<file path="config.mk">
export PLATFORM = sky130hd
export DESIGN_NAME = packet_segmenter_with_frame_ring_unit
export DESIGN_NICKNAME = d
export VERILOG_FILES = /design/src/rtl/psr_pkg.sv /design/src/rtl/psr_front.sv /design/src/rtl/psr_queue.sv /design/src/rtl/psr_back.sv /design/src/rtl/packet_segmenter_with_frame_ring_unit.sv
export SDC_FILE = /design/constraint.sdc
export NUM_CORES = 1
export LEC_CHECK = 0
export BUFFER_PORTS_ARGS = -buffer_cell sky130_fd_sc_hd__buf_2
export CAP_MARGIN = 20
export CELL_PAD_IN_SITES_DETAIL_PLACEMENT = 2
export CELL_PAD_IN_SITES_GLOBAL_PLACEMENT = 2
export CORE_AREA = 2 2 190 192
export DETAILED_ROUTE_END_ITERATION = 7
export DIE_AREA = 0 0 192 194
export PLACE_DENSITY = 0.77
export SKIP_CTS_REPAIR_TIMING = 1
export SYNTH_ARGS = -nofsm -noshare
export SYNTH_HDL_FRONTEND = slang
export SYNTH_SLANG_ARGS = --single-unit
</file>
<file path="constraint.sdc">
create_clock -name clock -period 12.7 [get_ports clock]
set_input_delay 2.54 -clock clock [delete_from_list [all_inputs] [get_ports clock]]
set_output_delay 2.54 -clock clock [all_outputs]
set_load 0.02 [all_outputs]
</file>
<file path="src/rtl/psr_pkg.sv">
// Shared types, constants and helpers for the packet segmenter with frame ring.
package psr_pkg;

   // ring of frame slots
   localparam int RING_DEPTH  = 32;
   localparam int MAX_FRAMES  = 32;
   localparam int PTR_W       = $clog2(RING_DEPTH);
   localparam int LIMIT_W     = $clog2(MAX_FRAMES + 1);
   localparam int CNT_W       = (PTR_W > LIMIT_W) ? PTR_W : LIMIT_W;

   // field widths
   localparam int CAP_W       = 10;
   localparam int LEN_W       = 16;
   localparam int SLOT_W      = 5;
   localparam int TAG_W       = 8;
   localparam int IDX_W       = 6;
   localparam int PROD_W      = LIMIT_W + CAP_W;
   localparam int CMP_W       = ((PROD_W > LEN_W) ? PROD_W : LEN_W) + 1;

   // stream payload widths
   localparam int REQ_DATA_W  = 16;
   localparam int REQ_USER_W  = 3;
   localparam int RSP_DATA_W  = 48;
   localparam int RSP_USER_W  = 4;

   // command queue between front and back
   localparam int QUEUE_DEPTH = 2;
   localparam int QIDX_W      = (QUEUE_DEPTH > 1) ? $clog2(QUEUE_DEPTH) : 1;
   localparam int QCNT_W      = $clog2(QUEUE_DEPTH + 1);

   // capacity register
   localparam int CAP_MIN     = 4;
   localparam int CAP_RESET   = 394;
   localparam int CSR_ADDR_W  = 3;
   localparam int CSR_DATA_W  = 32;
   localparam logic [CSR_ADDR_W-3:0] REG_FRAME_CAPACITY = '0;

   typedef enum logic [1:0] {
      OP_SEGMENT = 2'd0,
      OP_DEQUEUE = 2'd1,
      OP_RELEASE = 2'd2
   } op_type;

   typedef enum logic [1:0] {
      CMD_SEGMENT = 2'd0,
      CMD_DEQUEUE = 2'd1,
      CMD_RELEASE = 2'd2
   } kind_type;

   typedef enum logic [2:0] {
      ST_FRAME      = 3'd0,
      ST_NO_ROOM    = 3'd1,
      ST_PRIO_BUSY  = 3'd2,
      ST_DEQUEUED   = 3'd3,
      ST_RING_EMPTY = 3'd4,
      ST_RELEASED   = 3'd5
   } status_type;

   typedef struct packed {
      kind_type            kind;
      logic [LEN_W-1:0]    len;
      logic                prio;
   } cmd_type;

   typedef struct packed {
      status_type          status;
      logic [SLOT_W-1:0]   slot;
      logic                prio_frame;
      logic [TAG_W-1:0]    tag;
      logic [IDX_W-1:0]    idx;
      logic [LEN_W-1:0]    offset;
      logic [CAP_W-1:0]    seg_len;
      logic                more_mark;
      logic                end_mark;
      logic                length_field;
      logic                last;
   } rsp_type;

   function automatic logic [PTR_W-1:0] ptr_next(input logic [PTR_W-1:0] p);
      return (p == PTR_W'(RING_DEPTH - 1)) ? '0 : p + 1'b1;
   endfunction

   function automatic logic [SLOT_W-1:0] to_slot(input logic [PTR_W-1:0] p);
      logic [PTR_W+SLOT_W-1:0] wide;
      wide = {{SLOT_W{1'b0}}, p};
      return wide[SLOT_W-1:0];
   endfunction

endpackage

</file>
<file path="src/rtl/psr_front.sv">
// Input stage: takes request transactions, classifies the operation, feeds the queue.
module psr_front (
   input  logic                          clock,
   input  logic                          reset,
   input  logic                          req_tvalid,
   output logic                          req_tready,
   input  logic [psr_pkg::REQ_DATA_W-1:0] req_tdata,  // [15:0] packet_length
   input  logic [psr_pkg::REQ_USER_W-1:0] req_tuser,  // [1:0] operation, [2] is_priority
   output psr_pkg::cmd_type              cmd,
   output logic                          cmd_valid,
   input  logic                          cmd_ready
);
   import psr_pkg::*;

   cmd_type cmd_ff, cmd_in;
   logic    valid_ff, valid_in;
   logic    take;
   logic    keep;

   assign req_tready = !valid_ff || cmd_ready;
   assign take       = req_tvalid && req_tready;

   always_comb begin
      cmd_in       = cmd_ff;
      cmd_in.len   = req_tdata[LEN_W-1:0];
      cmd_in.prio  = req_tuser[2];
      keep         = 1'b1;
      unique case (op_type'(req_tuser[1:0]))
         OP_SEGMENT: cmd_in.kind = CMD_SEGMENT;
         OP_DEQUEUE: cmd_in.kind = CMD_DEQUEUE;
         OP_RELEASE: cmd_in.kind = CMD_RELEASE;
         default:    keep = 1'b0;  // unused code: consumed, nothing queued
      endcase
      if (!take) begin
         cmd_in = cmd_ff;
      end
      if (take) begin
         valid_in = keep;
      end else if (cmd_ready) begin
         valid_in = 1'b0;
      end else begin
         valid_in = valid_ff;
      end
   end

   always_ff @(posedge clock) begin
      cmd_ff <= cmd_in;
      if (reset) begin
         valid_ff <= 1'b0;
      end else begin
         valid_ff <= valid_in;
      end
   end

   assign cmd       = cmd_ff;
   assign cmd_valid = valid_ff;

endmodule

</file>
<file path="src/rtl/psr_queue.sv">
// Short command queue between the front and back halves.
module psr_queue (
   input  logic             clock,
   input  logic             reset,
   input  psr_pkg::cmd_type push_cmd,
   input  logic             push_valid,
   output logic             push_ready,
   output psr_pkg::cmd_type pop_cmd,
   output logic             pop_valid,
   input  logic             pop
);
   import psr_pkg::*;

   cmd_type           mem_ff [QUEUE_DEPTH];
   logic [QIDX_W-1:0] wr_ff, wr_in;
   logic [QIDX_W-1:0] rd_ff, rd_in;
   logic [QCNT_W-1:0] cnt_ff, cnt_in;
   logic              do_push;
   logic              do_pop;

   function automatic logic [QIDX_W-1:0] qnext(input logic [QIDX_W-1:0] p);
      return (p == QIDX_W'(QUEUE_DEPTH - 1)) ? '0 : p + 1'b1;
   endfunction

   assign push_ready = (cnt_ff != QCNT_W'(QUEUE_DEPTH));
   assign pop_valid  = (cnt_ff != '0);
   assign pop_cmd    = mem_ff[rd_ff];
   assign do_push    = push_valid && push_ready;
   assign do_pop     = pop && pop_valid;

   always_comb begin
      wr_in  = do_push ? qnext(wr_ff) : wr_ff;
      rd_in  = do_pop  ? qnext(rd_ff) : rd_ff;
      cnt_in = cnt_ff;
      if (do_push && !do_pop) begin
         cnt_in = cnt_ff + 1'b1;
      end else if (do_pop && !do_push) begin
         cnt_in = cnt_ff - 1'b1;
      end
   end

   always_ff @(posedge clock) begin
      if (do_push) begin
         mem_ff[wr_ff] <= push_cmd;
      end
      if (reset) begin
         wr_ff  <= '0;
         rd_ff  <= '0;
         cnt_ff <= '0;
      end else begin
         wr_ff  <= wr_in;
         rd_ff  <= rd_in;
         cnt_ff <= cnt_in;
      end
   end

endmodule

</file>
<file path="src/rtl/psr_back.sv">
// Execution half: ring pointers, tag counter, priority slot, frame generation.
module psr_back (
   input  logic                      clock,
   input  logic                      reset,
   input  logic [psr_pkg::CAP_W-1:0] cap_eff,
   input  psr_pkg::cmd_type          q_cmd,
   input  logic                      q_valid,
   output logic                      q_pop,
   output psr_pkg::rsp_type          rsp,
   output logic                      rsp_valid,
   input  logic                      rsp_ready
);
   import psr_pkg::*;

   typedef enum logic [4:0] {
      S_IDLE  = 5'b00001,
      S_MUL   = 5'b00010,
      S_CHECK = 5'b00100,
      S_EMIT  = 5'b01000,
      S_TAIL  = 5'b10000
   } state_type;

   localparam logic [PTR_W:0] DEPTH_V = (PTR_W+1)'(RING_DEPTH);

   state_type          state_ff, state_in;
   logic [PTR_W-1:0]   head_ff, head_in;
   logic [PTR_W-1:0]   tail_ff, tail_in;
   logic [TAG_W-1:0]   tag_ff, tag_in;
   logic               busy_ff, busy_in;
   logic [LEN_W-1:0]   len_ff, len_in;
   logic               prio_ff, prio_in;
   logic [CAP_W-1:0]   cap_ff, cap_in;
   logic [LIMIT_W-1:0] limit_ff, limit_in;
   logic [PROD_W-1:0]  prod_ff, prod_in;
   logic [LEN_W-1:0]   rem_ff, rem_in;
   logic [LEN_W-1:0]   off_ff, off_in;
   logic [IDX_W-1:0]   idx_ff, idx_in;
   logic               one_ff, one_in;
   rsp_type            out_ff, out_in;
   logic               out_valid_ff, out_valid_in;

   logic               out_free;
   logic [PTR_W:0]     occ_wide;
   logic [PTR_W-1:0]   room;
   logic [CNT_W-1:0]   room_ext;
   logic [CNT_W-1:0]   limit_ext;
   logic [CMP_W-1:0]   len_c;
   logic [CMP_W-1:0]   prod_c;
   logic               drop;
   logic [LEN_W-1:0]   cap_l;
   logic [LEN_W-1:0]   cap_m1;
   logic [CAP_W-1:0]   seg;
   logic               f_more, f_end, f_lenf, f_fin;

   assign out_free = !out_valid_ff || rsp_ready;

   // free room in the ring, capped at the per-packet frame limit
   always_comb begin
      occ_wide  = {1'b0, tail_ff} + ((tail_ff < head_ff) ? DEPTH_V : '0) - {1'b0, head_ff};
      room      = PTR_W'(RING_DEPTH - 1) - occ_wide[PTR_W-1:0];
      room_ext  = CNT_W'(room);
      limit_ext = (room_ext < CNT_W'(MAX_FRAMES)) ? room_ext : CNT_W'(MAX_FRAMES);
   end

   // drop when the limit is zero or frame count exceeds the limit: L > limit*C, or L == limit*C - 1
   always_comb begin
      len_c  = CMP_W'(len_ff);
      prod_c = CMP_W'(prod_ff);
      drop   = (limit_ff == '0) ? 1'b1 : ((len_c > prod_c) || (len_c == prod_c - 1'b1));
      cap_l  = LEN_W'(cap_ff);
      cap_m1 = cap_l - 1'b1;
   end

   // per-frame split of the remaining bytes
   always_comb begin
      seg    = cap_ff;
      f_more = 1'b1;
      f_end  = 1'b0;
      f_lenf = 1'b0;
      f_fin  = 1'b0;
      if (one_ff) begin
         seg    = rem_ff[CAP_W-1:0];
         f_more = 1'b0;
         f_end  = 1'b1;
         f_lenf = (rem_ff != cap_l);
         f_fin  = 1'b1;
      end else if (rem_ff < cap_m1) begin
         seg    = rem_ff[CAP_W-1:0];
         f_end  = 1'b1;
         f_lenf = 1'b1;
         f_fin  = 1'b1;
      end else if (rem_ff == cap_m1) begin
         // one byte short: split so the length field fits
         seg    = cap_ff - CAP_W'(2);
         f_lenf = 1'b1;
      end else if (rem_ff == cap_l) begin
         f_end  = 1'b1;
         f_fin  = 1'b1;
      end
   end

   always_comb begin
      state_in     = state_ff;
      head_in      = head_ff;
      tail_in      = tail_ff;
      tag_in       = tag_ff;
      busy_in      = busy_ff;
      len_in       = len_ff;
      prio_in      = prio_ff;
      cap_in       = cap_ff;
      limit_in     = limit_ff;
      prod_in      = prod_ff;
      rem_in       = rem_ff;
      off_in       = off_ff;
      idx_in       = idx_ff;
      one_in       = one_ff;
      out_in       = out_ff;
      out_valid_in = out_valid_ff && !rsp_ready;
      q_pop        = 1'b0;

      unique case (state_ff)
         S_IDLE: begin
            if (q_valid && out_free) begin
               q_pop = 1'b1;
               unique case (q_cmd.kind)
                  CMD_SEGMENT: begin
                     tag_in   = tag_ff + 1'b1;
                     len_in   = q_cmd.len;
                     prio_in  = q_cmd.prio;
                     cap_in   = cap_eff;
                     limit_in = limit_ext[LIMIT_W-1:0];
                     state_in = S_MUL;
                  end
                  CMD_DEQUEUE: begin
                     out_in       = '0;
                     out_in.last  = 1'b1;
                     out_valid_in = 1'b1;
                     if (head_ff == tail_ff) begin
                        out_in.status = ST_RING_EMPTY;
                     end else begin
                        out_in.status = ST_DEQUEUED;
                        out_in.slot   = to_slot(head_ff);
                        head_in       = ptr_next(head_ff);
                     end
                  end
                  CMD_RELEASE: begin
                     busy_in       = 1'b0;
                     out_in        = '0;
                     out_in.status = ST_RELEASED;
                     out_in.last   = 1'b1;
                     out_valid_in  = 1'b1;
                  end
                  default: ;
               endcase
            end
         end
         S_MUL: begin
            prod_in  = PROD_W'(limit_ff) * PROD_W'(cap_ff);
            state_in = S_CHECK;
         end
         S_CHECK: begin
            if (out_free) begin
               out_in      = '0;
               out_in.tag  = tag_ff;
               out_in.last = 1'b1;
               if (len_ff == '0) begin
                  state_in = S_IDLE;
               end else if (drop) begin
                  out_in.status = ST_NO_ROOM;
                  out_valid_in  = 1'b1;
                  state_in      = S_IDLE;
               end else if (prio_ff && busy_ff) begin
                  out_in.status = ST_PRIO_BUSY;
                  out_valid_in  = 1'b1;
                  state_in      = S_IDLE;
               end else begin
                  rem_in   = len_ff;
                  off_in   = '0;
                  idx_in   = '0;
                  one_in   = (len_ff <= cap_l) && (len_ff != cap_m1);
                  state_in = S_EMIT;
               end
            end
         end
         S_EMIT: begin
            if (out_free) begin
               out_in.status       = ST_FRAME;
               out_in.slot         = prio_ff ? '0 : to_slot(tail_ff);
               out_in.prio_frame   = prio_ff;
               out_in.tag          = tag_ff;
               out_in.idx          = idx_ff;
               out_in.offset       = off_ff;
               out_in.seg_len      = seg;
               out_in.more_mark    = f_more;
               out_in.end_mark     = f_end;
               out_in.length_field = f_lenf;
               out_in.last         = f_fin;
               out_valid_in        = 1'b1;
               rem_in              = rem_ff - LEN_W'(seg);
               off_in              = off_ff + LEN_W'(seg);
               idx_in              = idx_ff + 1'b1;
               if (prio_ff) begin
                  busy_in  = 1'b1;
                  state_in = f_fin ? S_IDLE : S_TAIL;
               end else begin
                  tail_in  = ptr_next(tail_ff);
                  state_in = f_fin ? S_IDLE : S_EMIT;
               end
            end
         end
         S_TAIL: begin
            // rest of a multi-frame priority packet is dropped
            if (out_free) begin
               out_in        = '0;
               out_in.status = ST_PRIO_BUSY;
               out_in.tag    = tag_ff;
               out_in.last   = 1'b1;
               out_valid_in  = 1'b1;
               state_in      = S_IDLE;
            end
         end
         default: state_in = S_IDLE;
      endcase
   end

   always_ff @(posedge clock) begin
      len_ff   <= len_in;
      prio_ff  <= prio_in;
      cap_ff   <= cap_in;
      limit_ff <= limit_in;
      prod_ff  <= prod_in;
      rem_ff   <= rem_in;
      off_ff   <= off_in;
      idx_ff   <= idx_in;
      one_ff   <= one_in;
      out_ff   <= out_in;
      if (reset) begin
         state_ff     <= S_IDLE;
         head_ff      <= '0;
         tail_ff      <= '0;
         tag_ff       <= '0;
         busy_ff      <= 1'b0;
         out_valid_ff <= 1'b0;
      end else begin
         state_ff     <= state_in;
         head_ff      <= head_in;
         tail_ff      <= tail_in;
         tag_ff       <= tag_in;
         busy_ff      <= busy_in;
         out_valid_ff <= out_valid_in;
      end
   end

   assign rsp       = out_ff;
   assign rsp_valid = out_valid_ff;

endmodule

</file>
<file path="src/rtl/packet_segmenter_with_frame_ring_unit.sv">
// Top level: packet segmenter with frame ring, register port and stream channels.
// Ordering: dequeue and release results are registered by the back unit after the front
//   register and the queue; a segment request gives its first result after setup.
// Throughput: frames of one packet leave at one per cycle while the response channel is ready
//   (back unit loop); a packet passes setup (tag/room, multiply, check) before its frames.
// Reset: synchronous, active high; clears ring pointers, tag, priority flag,
//   queue and output stage, and sets frame capacity to 394.
module packet_segmenter_with_frame_ring_unit (
   input  logic                              clock,
   input  logic                              reset,
   // request channel
   input  logic                              req_tvalid,
   output logic                              req_tready,
   input  logic [psr_pkg::REQ_DATA_W-1:0]    req_tdata,  // [15:0] packet_length
   input  logic [psr_pkg::REQ_USER_W-1:0]    req_tuser,  // [1:0] operation, [2] is_priority
   // response channel
   output logic                              rsp_tvalid,
   input  logic                              rsp_tready,
   // [4:0] slot, [12:5] packet_tag, [18:13] segment_index, [34:19] segment_offset,
   // [44:35] segment_length, [45] more_mark, [46] end_mark, [47] length_field
   output logic [psr_pkg::RSP_DATA_W-1:0]    rsp_tdata,
   output logic [psr_pkg::RSP_USER_W-1:0]    rsp_tuser,  // [2:0] status, [3] priority_frame
   output logic                              rsp_tlast,
   // register port
   input  logic                              csr_psel,
   input  logic                              csr_penable,
   input  logic                              csr_pwrite,
   input  logic [psr_pkg::CSR_ADDR_W-1:0]    csr_paddr,
   input  logic [psr_pkg::CSR_DATA_W-1:0]    csr_pwdata,
   output logic [psr_pkg::CSR_DATA_W-1:0]    csr_prdata,
   output logic                              csr_pready
);
   import psr_pkg::*;

   logic [CAP_W-1:0] cap_ff, cap_in;
   logic [CAP_W-1:0] cap_eff;
   logic             csr_hit;
   logic             csr_wr;

   cmd_type          front_cmd;
   logic             front_valid;
   logic             queue_ready;
   cmd_type          q_cmd;
   logic             q_valid;
   logic             q_pop;
   rsp_type          rsp;

   // register file: single capacity register at offset 0
   assign csr_pready = 1'b1;
   assign csr_hit    = (csr_paddr[CSR_ADDR_W-1:2] == REG_FRAME_CAPACITY);
   assign csr_wr     = csr_psel && csr_penable && csr_pwrite && csr_pready;
   assign csr_prdata = csr_hit ? CSR_DATA_W'(cap_ff) : '0;
   assign cap_in     = (csr_wr && csr_hit) ? csr_pwdata[CAP_W-1:0] : cap_ff;

   always_ff @(posedge clock) begin
      if (reset) begin
         cap_ff <= CAP_W'(CAP_RESET);
      end else begin
         cap_ff <= cap_in;
      end
   end

   // capacities below the minimum act as the minimum
   assign cap_eff = (cap_ff < CAP_W'(CAP_MIN)) ? CAP_W'(CAP_MIN) : cap_ff;

   // front: accept and classify each transaction
   psr_front u_front (
      .clock      (clock),
      .reset      (reset),
      .req_tvalid (req_tvalid),
      .req_tready (req_tready),
      .req_tdata  (req_tdata),
      .req_tuser  (req_tuser),
      .cmd        (front_cmd),
      .cmd_valid  (front_valid),
      .cmd_ready  (queue_ready)
   );

   // decoupling queue so front and back stall independently
   psr_queue u_queue (
      .clock      (clock),
      .reset      (reset),
      .push_cmd   (front_cmd),
      .push_valid (front_valid),
      .push_ready (queue_ready),
      .pop_cmd    (q_cmd),
      .pop_valid  (q_valid),
      .pop        (q_pop)
   );

   // back: ring state, drop decisions, frame walk, output register
   psr_back u_back (
      .clock     (clock),
      .reset     (reset),
      .cap_eff   (cap_eff),
      .q_cmd     (q_cmd),
      .q_valid   (q_valid),
      .q_pop     (q_pop),
      .rsp       (rsp),
      .rsp_valid (rsp_tvalid),
      .rsp_ready (rsp_tready)
   );

   assign rsp_tdata = {rsp.length_field, rsp.end_mark, rsp.more_mark, rsp.seg_len,
                       rsp.offset, rsp.idx, rsp.tag, rsp.slot};
   assign rsp_tuser = {rsp.prio_frame, rsp.status};
   assign rsp_tlast = rsp.last;

   // priority frames always report slot 0
   a_prio_slot: assert property (@(posedge clock) disable iff (reset)
      rsp_tvalid && rsp.prio_frame |-> rsp.status == ST_FRAME && rsp.slot == '0)
      else $error("priority frame with nonzero slot");

   // non-frame results are always the final result of their transaction
   a_status_last: assert property (@(posedge clock) disable iff (reset)
      rsp_tvalid && rsp.status != ST_FRAME |-> rsp.last)
      else $error("status result without last");

   // the final frame of a packet always carries the end mark and some payload
   a_final_end: assert property (@(posedge clock) disable iff (reset)
      rsp_tvalid && rsp.status == ST_FRAME && rsp.last |-> rsp.end_mark && rsp.seg_len != '0)
      else $error("final frame without end mark or payload");

endmodule
</file>
== Yosys cells after proc, flatten, opt, wreduce, memory -nomap -nowiden ==
Memories as Yosys holds them, arrays and structs flattened. A register that Yosys moved wholly into a read port is not among the register bits.
Cells that the tools add are included.
Word-level totals
  bits in registers: 199
  RAM bits: 38
  bits of input ports: 61
  logic and storage cells: 218
  memories kept: 1
Memories
  u_queue.mem_ff: depth 2, width 19, rd ports 1, clocked after Yosys merged registers in 1, write ports 1, RTL line psr_queue.sv:14  | cmd_type mem_ff [QUEUE_DEPTH];
Cells by class
  $add $sub $neg: 16
  multipliers: 1
  order comparisons: 4
  equal/unequal tests: 29
  mux-type cells: 84
  bitwise logic cells: 6
  reductions and logical operators: 43
Operator list (number)
  $mux W53: 4
  $pmux W53 S4: 1
  $mux W16: 10
  $pmux W53 S2: 1
  $mux W5: 13
  $pmux W16 S2: 2
  $mux W10: 4
  $mux W1: 31
  $mux W6: 5
  $pmux W5 S5: 1
  $eq A16 B17 Y1: 1
  $sub A16 B1 Y17 const B: 1
  $add A16 B10 Y16: 1
  $eq A16 B10 Y1: 1
  $eq A16 B16 Y1: 1
  $gt A16 B16 Y1: 1
  $le A16 B10 Y1: 1
  $logic_not A16 Y1: 1
  $lt A16 B16 Y1: 1
  $ne A16 B10 Y1: 1
  $ne A16 B16 Y1: 1
  $sub A16 B10 Y16: 1
  $eq A5 B5 Y1 const B: 3
  $mul A5 B10 Y15: 1
  other kinds (45): 95

== Logic depth before layout (Yosys ltp) ==
  word-level depth: 9
  mapped depth: 25
  gate-level depth less buffers: 23

== By module ==
A second synthesis with hierarchy kept.
Unflattened totals
  cells, all modules: 1290
  area total of the unflattened synthesis: 14027.2 µm²
By module, submodules not included
  psr_back: times used 1, cells each 1085, area each 11029.3 µm², seq. area each 4674.5 µm²
  psr_queue: times used 1, cells each 83, area each 1590.3 µm², seq. area each 1241.2 µm²
  packet_segmenter_with_frame_ring_unit: times used 1, cells each 94, area each 753.2 µm², seq. area each 200.2 µm²
  psr_front: times used 1, cells each 28, area each 654.4 µm², seq. area each 590.6 µm²

== Worst setup path before layout ==
OpenSTA, ideal clock, no wires.
  kind: in2reg
  start: in rsp_tready
  end: reg u_back.out_ff (netlist bit u_back.rsp[0]) (enable)
  setup time: 0.543 ns
  arrival time: 6.985 ns
  required time: 12.157 ns
  path slack: 5.171 ns
  cell stages on the path: 5
  path buffers: 1
  cells stage by stage: nor2b_1 -> clkbuf_1 -> nor2_1 -> o21ai_0 -> a211oi_1
On the way
  cells in the longest elaborated chain, start to end: 4
  elaborated cells between the ends (all ways): 7
  those cells by class: 4 x eq/ne; 3 x reduce/logical
Ends and longest elaborated chain
  start, declared: RTL line packet_segmenter_with_frame_ring_unit.sv:18  | input logic rsp_tready,
  $logic_or A1 B1 Y1 *: RTL line psr_back.sv:55  | assign out_free = !out_valid_ff || rsp_ready;
  $logic_and A1 B1 Y1: RTL line psr_back.sv:123  | if (q_valid && out_free) begin
  $ne A2 B1 Y1 (no line)
  $reduce_and A6 Y1 (no line) *
  end signal, assigned: RTL line psr_back.sv:236  | out_ff <= out_in;
  end, declared: RTL line psr_back.sv:39  | rsp_type out_ff, out_in;
Every way passes the cells marked *; elsewhere a longest branch is shown, timed or not.
A chain may end at the register's enable or synchronous reset.

== Worst setup path in the final report ==
  start: reg u_back.cap_ff[5]
  end: reg u_back.off_ff[15], data pin
On the way
  cells in the longest elaborated chain, start to end: 8
  elaborated cells between the ends (all ways): 10
  those cells by class: 3 x add/sub; 1 x order compare; 1 x eq/ne; 5 x mux
Ends and longest elaborated chain
  start, declared: RTL line psr_back.sv:32  | logic [CAP_W-1:0] cap_ff, cap_in;
  start signal, assigned: RTL line psr_back.sv:229  | cap_ff <= cap_in;
  parallel branches: the longest is 3 deep, another holds $lt A16 B16 Y1
  $mux W10 *: RTL line psr_back.sv:87  | end else if (rem_ff < cap_m1) begin
  $mux W10 *: RTL line psr_back.sv:81  | if (one_ff) begin
  $add A16 B10 Y16 *: RTL line psr_back.sv:200  | off_in = off_ff + LEN_W'(seg);
  $mux W16 *: RTL line psr_back.sv:186  | if (out_free) begin
  $pmux W16 S2 *: RTL line psr_back.sv:121  | unique case (state_ff)
  end signal, assigned: RTL line psr_back.sv:233  | off_ff <= off_in;
  end, declared: RTL line psr_back.sv:36  | logic [LEN_W-1:0] off_ff, off_in;
Every way passes the cells marked *. The select of a mux whose other input is x is not followed.

==> impl_metrics.csv <==
group,metric,value,unit
clock_network,cts_inserted_buffers,28,
routing,drt.antenna.violating_nets,0,
logic_synthesis,yosysSeqAreaShare,48.1,%
placement,dp_hpwl,28700,µm
grt,grt_start_max_net_pins,65,
routing,viasPerCell,5.35,
sta,unrepaired_setup_endpoints_after_global_routing,"no",
sta,slew_headroom,34.5,%
critical_path,worstPathMaxFanout,15,
grt,grt_pass1_vias,11220,
finish,commonest_non_fill_non_tap_cell_in_the_layout,"edfxtp_1",
sta,timing.setup.tns,0,ps
clock_network,cts_tree,"built",
floorplanning,top_level_ports,149,
sta,holdWs,454,ps
routing,vias,9907,
logic_synthesis,synth_top_area_share,42.2,%
logic_synthesis,synth.ff_latch_count,237,
status,outcome,"finished clean",
routing,post_drt_wl_per_cell,21.0,µm
logic_synthesis,yosys-top-cells-area,"edfxtp_1, ha_1, dfxtp_1, xnor2_1, fa_1",
finish,mostFrequentLayoutCells,"edfxtp_1, nand2_1, ha_1, buf_2, nor2_1",
clock_network,h-tree-depth,1,
critical_path,endpoint_kind,"flip-flop",
power,power.ir.vdd_worst,115,µV
clock_network,insertion_delay,560,ps
grt,grt_first_pass_wirelength,62500,µm
critical_path,cp.arrival,6990,ps
critical_path,worstPathRequired,12970,ps
sta,hold_violation_count_in_the_final_report,0,
worst_hold_path,hold_path_class,"reg -> reg",
finish,design.final.nets,1559,
clock_network,root_buffer,"clkbuf_16",
logic_synthesis,yosys_warnings,0,
routing,dr.pass1.iters,4,
routing,detail_route.drc_violations,0,
floorplanning,num_rows,69,
logic_synthesis,synth_cell_types,68,
grt,antenna_violations_before_repair,0,
critical_path,class_of_the_most_critical_setup_path,"reg -> reg",
clock_network,cts.sink_count,237,
clock_network,cts.clk_slew.worst_paths,60,ps
floorplanning,placeableCoreArea,0.0352,mm²
placement,port_buffers,101,
logic_synthesis,async_flop_share,0,%
sta,timing.final.crit_period,6720,ps
finish,antenna_cells_inserted,0,
logic_synthesis,mappedNetlistArea,0.0140,mm²
logic_synthesis,netlist_instances,1285,
sta,max_freq,149,MHz
grt,track_usage,21.4,%
floorplanning,design.die.area,0.0372,mm²
flow_run,maxcap_viol_count,0,
logic_synthesis,avgSynthCellArea,10.9,µm²
finish,area_delta_synth_final,13.1,%
finish,drive_above_1_share,13.4,%
sta,fin_crit_sh,52.9,%
logic_synthesis,synth.largest_area_cell,"edfxtp_1",
clock_network,cts.path.max_buffers,3,
sta,fin_worst_skew,17.0,ps
floorplanning,die_height,194,µm
power,totalPowerFinal,2780,µW
sta,timing.final.max_slew_violations,0,
sta,worst_pin_slew,981,ps
power,pwr_density_cell,176,mW/mm²
power,power.static_leakage,0.00631,µW
floorplanning,die_wd,192,µm
logic_synthesis,synth_ff_type,"edfxtp_1",
finish,postLayoutCoreUtil,44.8,%
grt,global_route.overflow_total,0,
floorplanning,start_util,39.6,%
routing,routed_wirelength,38800,µm
logic_synthesis,synth_edf_count,196,
routing,drt-initial-drc-count,376,
sta,finalSetupViolCount,0,
placement,globalplace.congestion,0.810,
critical_path,critical_path.startpoint_type,"flip-flop",
[metal layers]
metal  vias up  track usage, %  share of wire, %
li1       4671               -                 -
met1      5010            25.9                42
met2       163            39.2                52
met3        63            2.73               2.9
met4         0            6.25               2.8
met5         -               0                 0
[critical path, cell delays in order (launching register included)]
cell	delay, ps
edfxtp_1	610
or3_1	480
nor2_1	260
nand2_1	130
nor2_1	210
nand4_1	360
ha_1	430
or4_1	470
and3_1	200
a32o_1	260
a21oi_1	120
buf_4	260
nor2_1	90
a21oi_1	230
inv_1	170
ha_1	320
a21o_1	120
a21oi_1	100
o21ai_0	290
a21oi_1	150
o41ai_1	690
nand4_1	220
xor2_1	180
nor2_1	60
[flip-flops by register name, summed over array words and instances, names as in the netlist, 2 cells and up, named ones only]
| name | flops |
|---|---|
| u_back.rem_ff | 16 |
| u_back.tail_ff | 5 |
| u_queue.cnt_ff | 2 |
| u_back.head_ff | 5 |
| u_back.limit_ff | 5 |
| u_queue.mem_ff | 38 |
| u_back.cap_ff | 10 |
| u_back.len_ff | 16 |
| u_back.prod_ff | 15 |
| u_back.idx_ff | 6 |
| u_back.off_ff | 16 |
| u_back.rsp | 53 |
| cap_ff | 10 |
| u_back.tag_ff | 8 |
| u_front.cmd | 19 |
| u_back.state_ff | 5 |
[power by group]
group | switching (µW) | total, µW | internal, µW
clock | 328 | 811 | 484
combinational | 521 | 839 | 318
sequential | 93.3 | 1130 | 1030
total | 943 | 2780 | 1840
[cells by family after synthesis]
family	share of synthesized area, %
AO/OA/AOI/OAI	8.13
XOR/XNOR	7.01
adder cells (fa/ha/maj)	13.0
buffers and inverters	4.95
flip-flops	48.1
multiplexers	2.38
other	0.0538
AND/OR/NAND/NOR	16.4
[cell type report]
type,count,area [µm²]
well taps,461,577
multi-input cells,911,6680
clock inverters,13,133
fillers,3700,19400
inverters,79,297
repair buffers,112,586
flip-flops and latches,237,6710
clock buffers,39,805
[per-stage QoR]
step	cell area (µm²)	worst slack (ps)	cells
floorplan	14000	5170	1306
global placement	14800	6180	1799
detailed placement	14800	6020	1799
CTS	15800	5940	1851
global route	15800	5410	1852
finish	15800	5980	1852
[synth_stat cells, types with 4 or more instances]
cell type / count
o21ai_0: 47
o211ai_1: 4
o21a_1: 9
a2111oi_0: 4
fa_1: 27
nor4_1: 15
dfxtp_1: 41
xor2_1: 45
nor3_1: 33
a22o_1: 6
nor2b_1: 22
buf_4: 23
a21oi_1: 55
or4_1: 8
and3_1: 13
nor2_1: 94
nand3_1: 15
ha_1: 102
mux2_2: 18
and2_1: 68
nand4_1: 19
nand2b_1: 8
a21o_1: 9
inv_1: 79
nand3b_1: 6
clkbuf_1: 50
xnor2_1: 64
a211oi_1: 8
edfxtp_1: 196
o31ai_1: 6
mux2i_1: 13
or3_1: 11
nor4b_1: 5
nand2_1: 105
[final timing paths]
check / from / endpoint / slack, ps / cells after the start
setup / recovery: u_back.cap_ff[5] / u_back.off_ff[15] / 5980 / 23
hold / removal: u_front.cmd[4] / u_queue.mem_ff[1][4] / 450 / 0
setup reg to reg: u_back.cap_ff[5] / u_back.off_ff[15] / 5980 / 23
hold reg to reg: u_front.cmd[4] / u_queue.mem_ff[1][4] / 450 / 0
(Power assumes the default switching activity.)
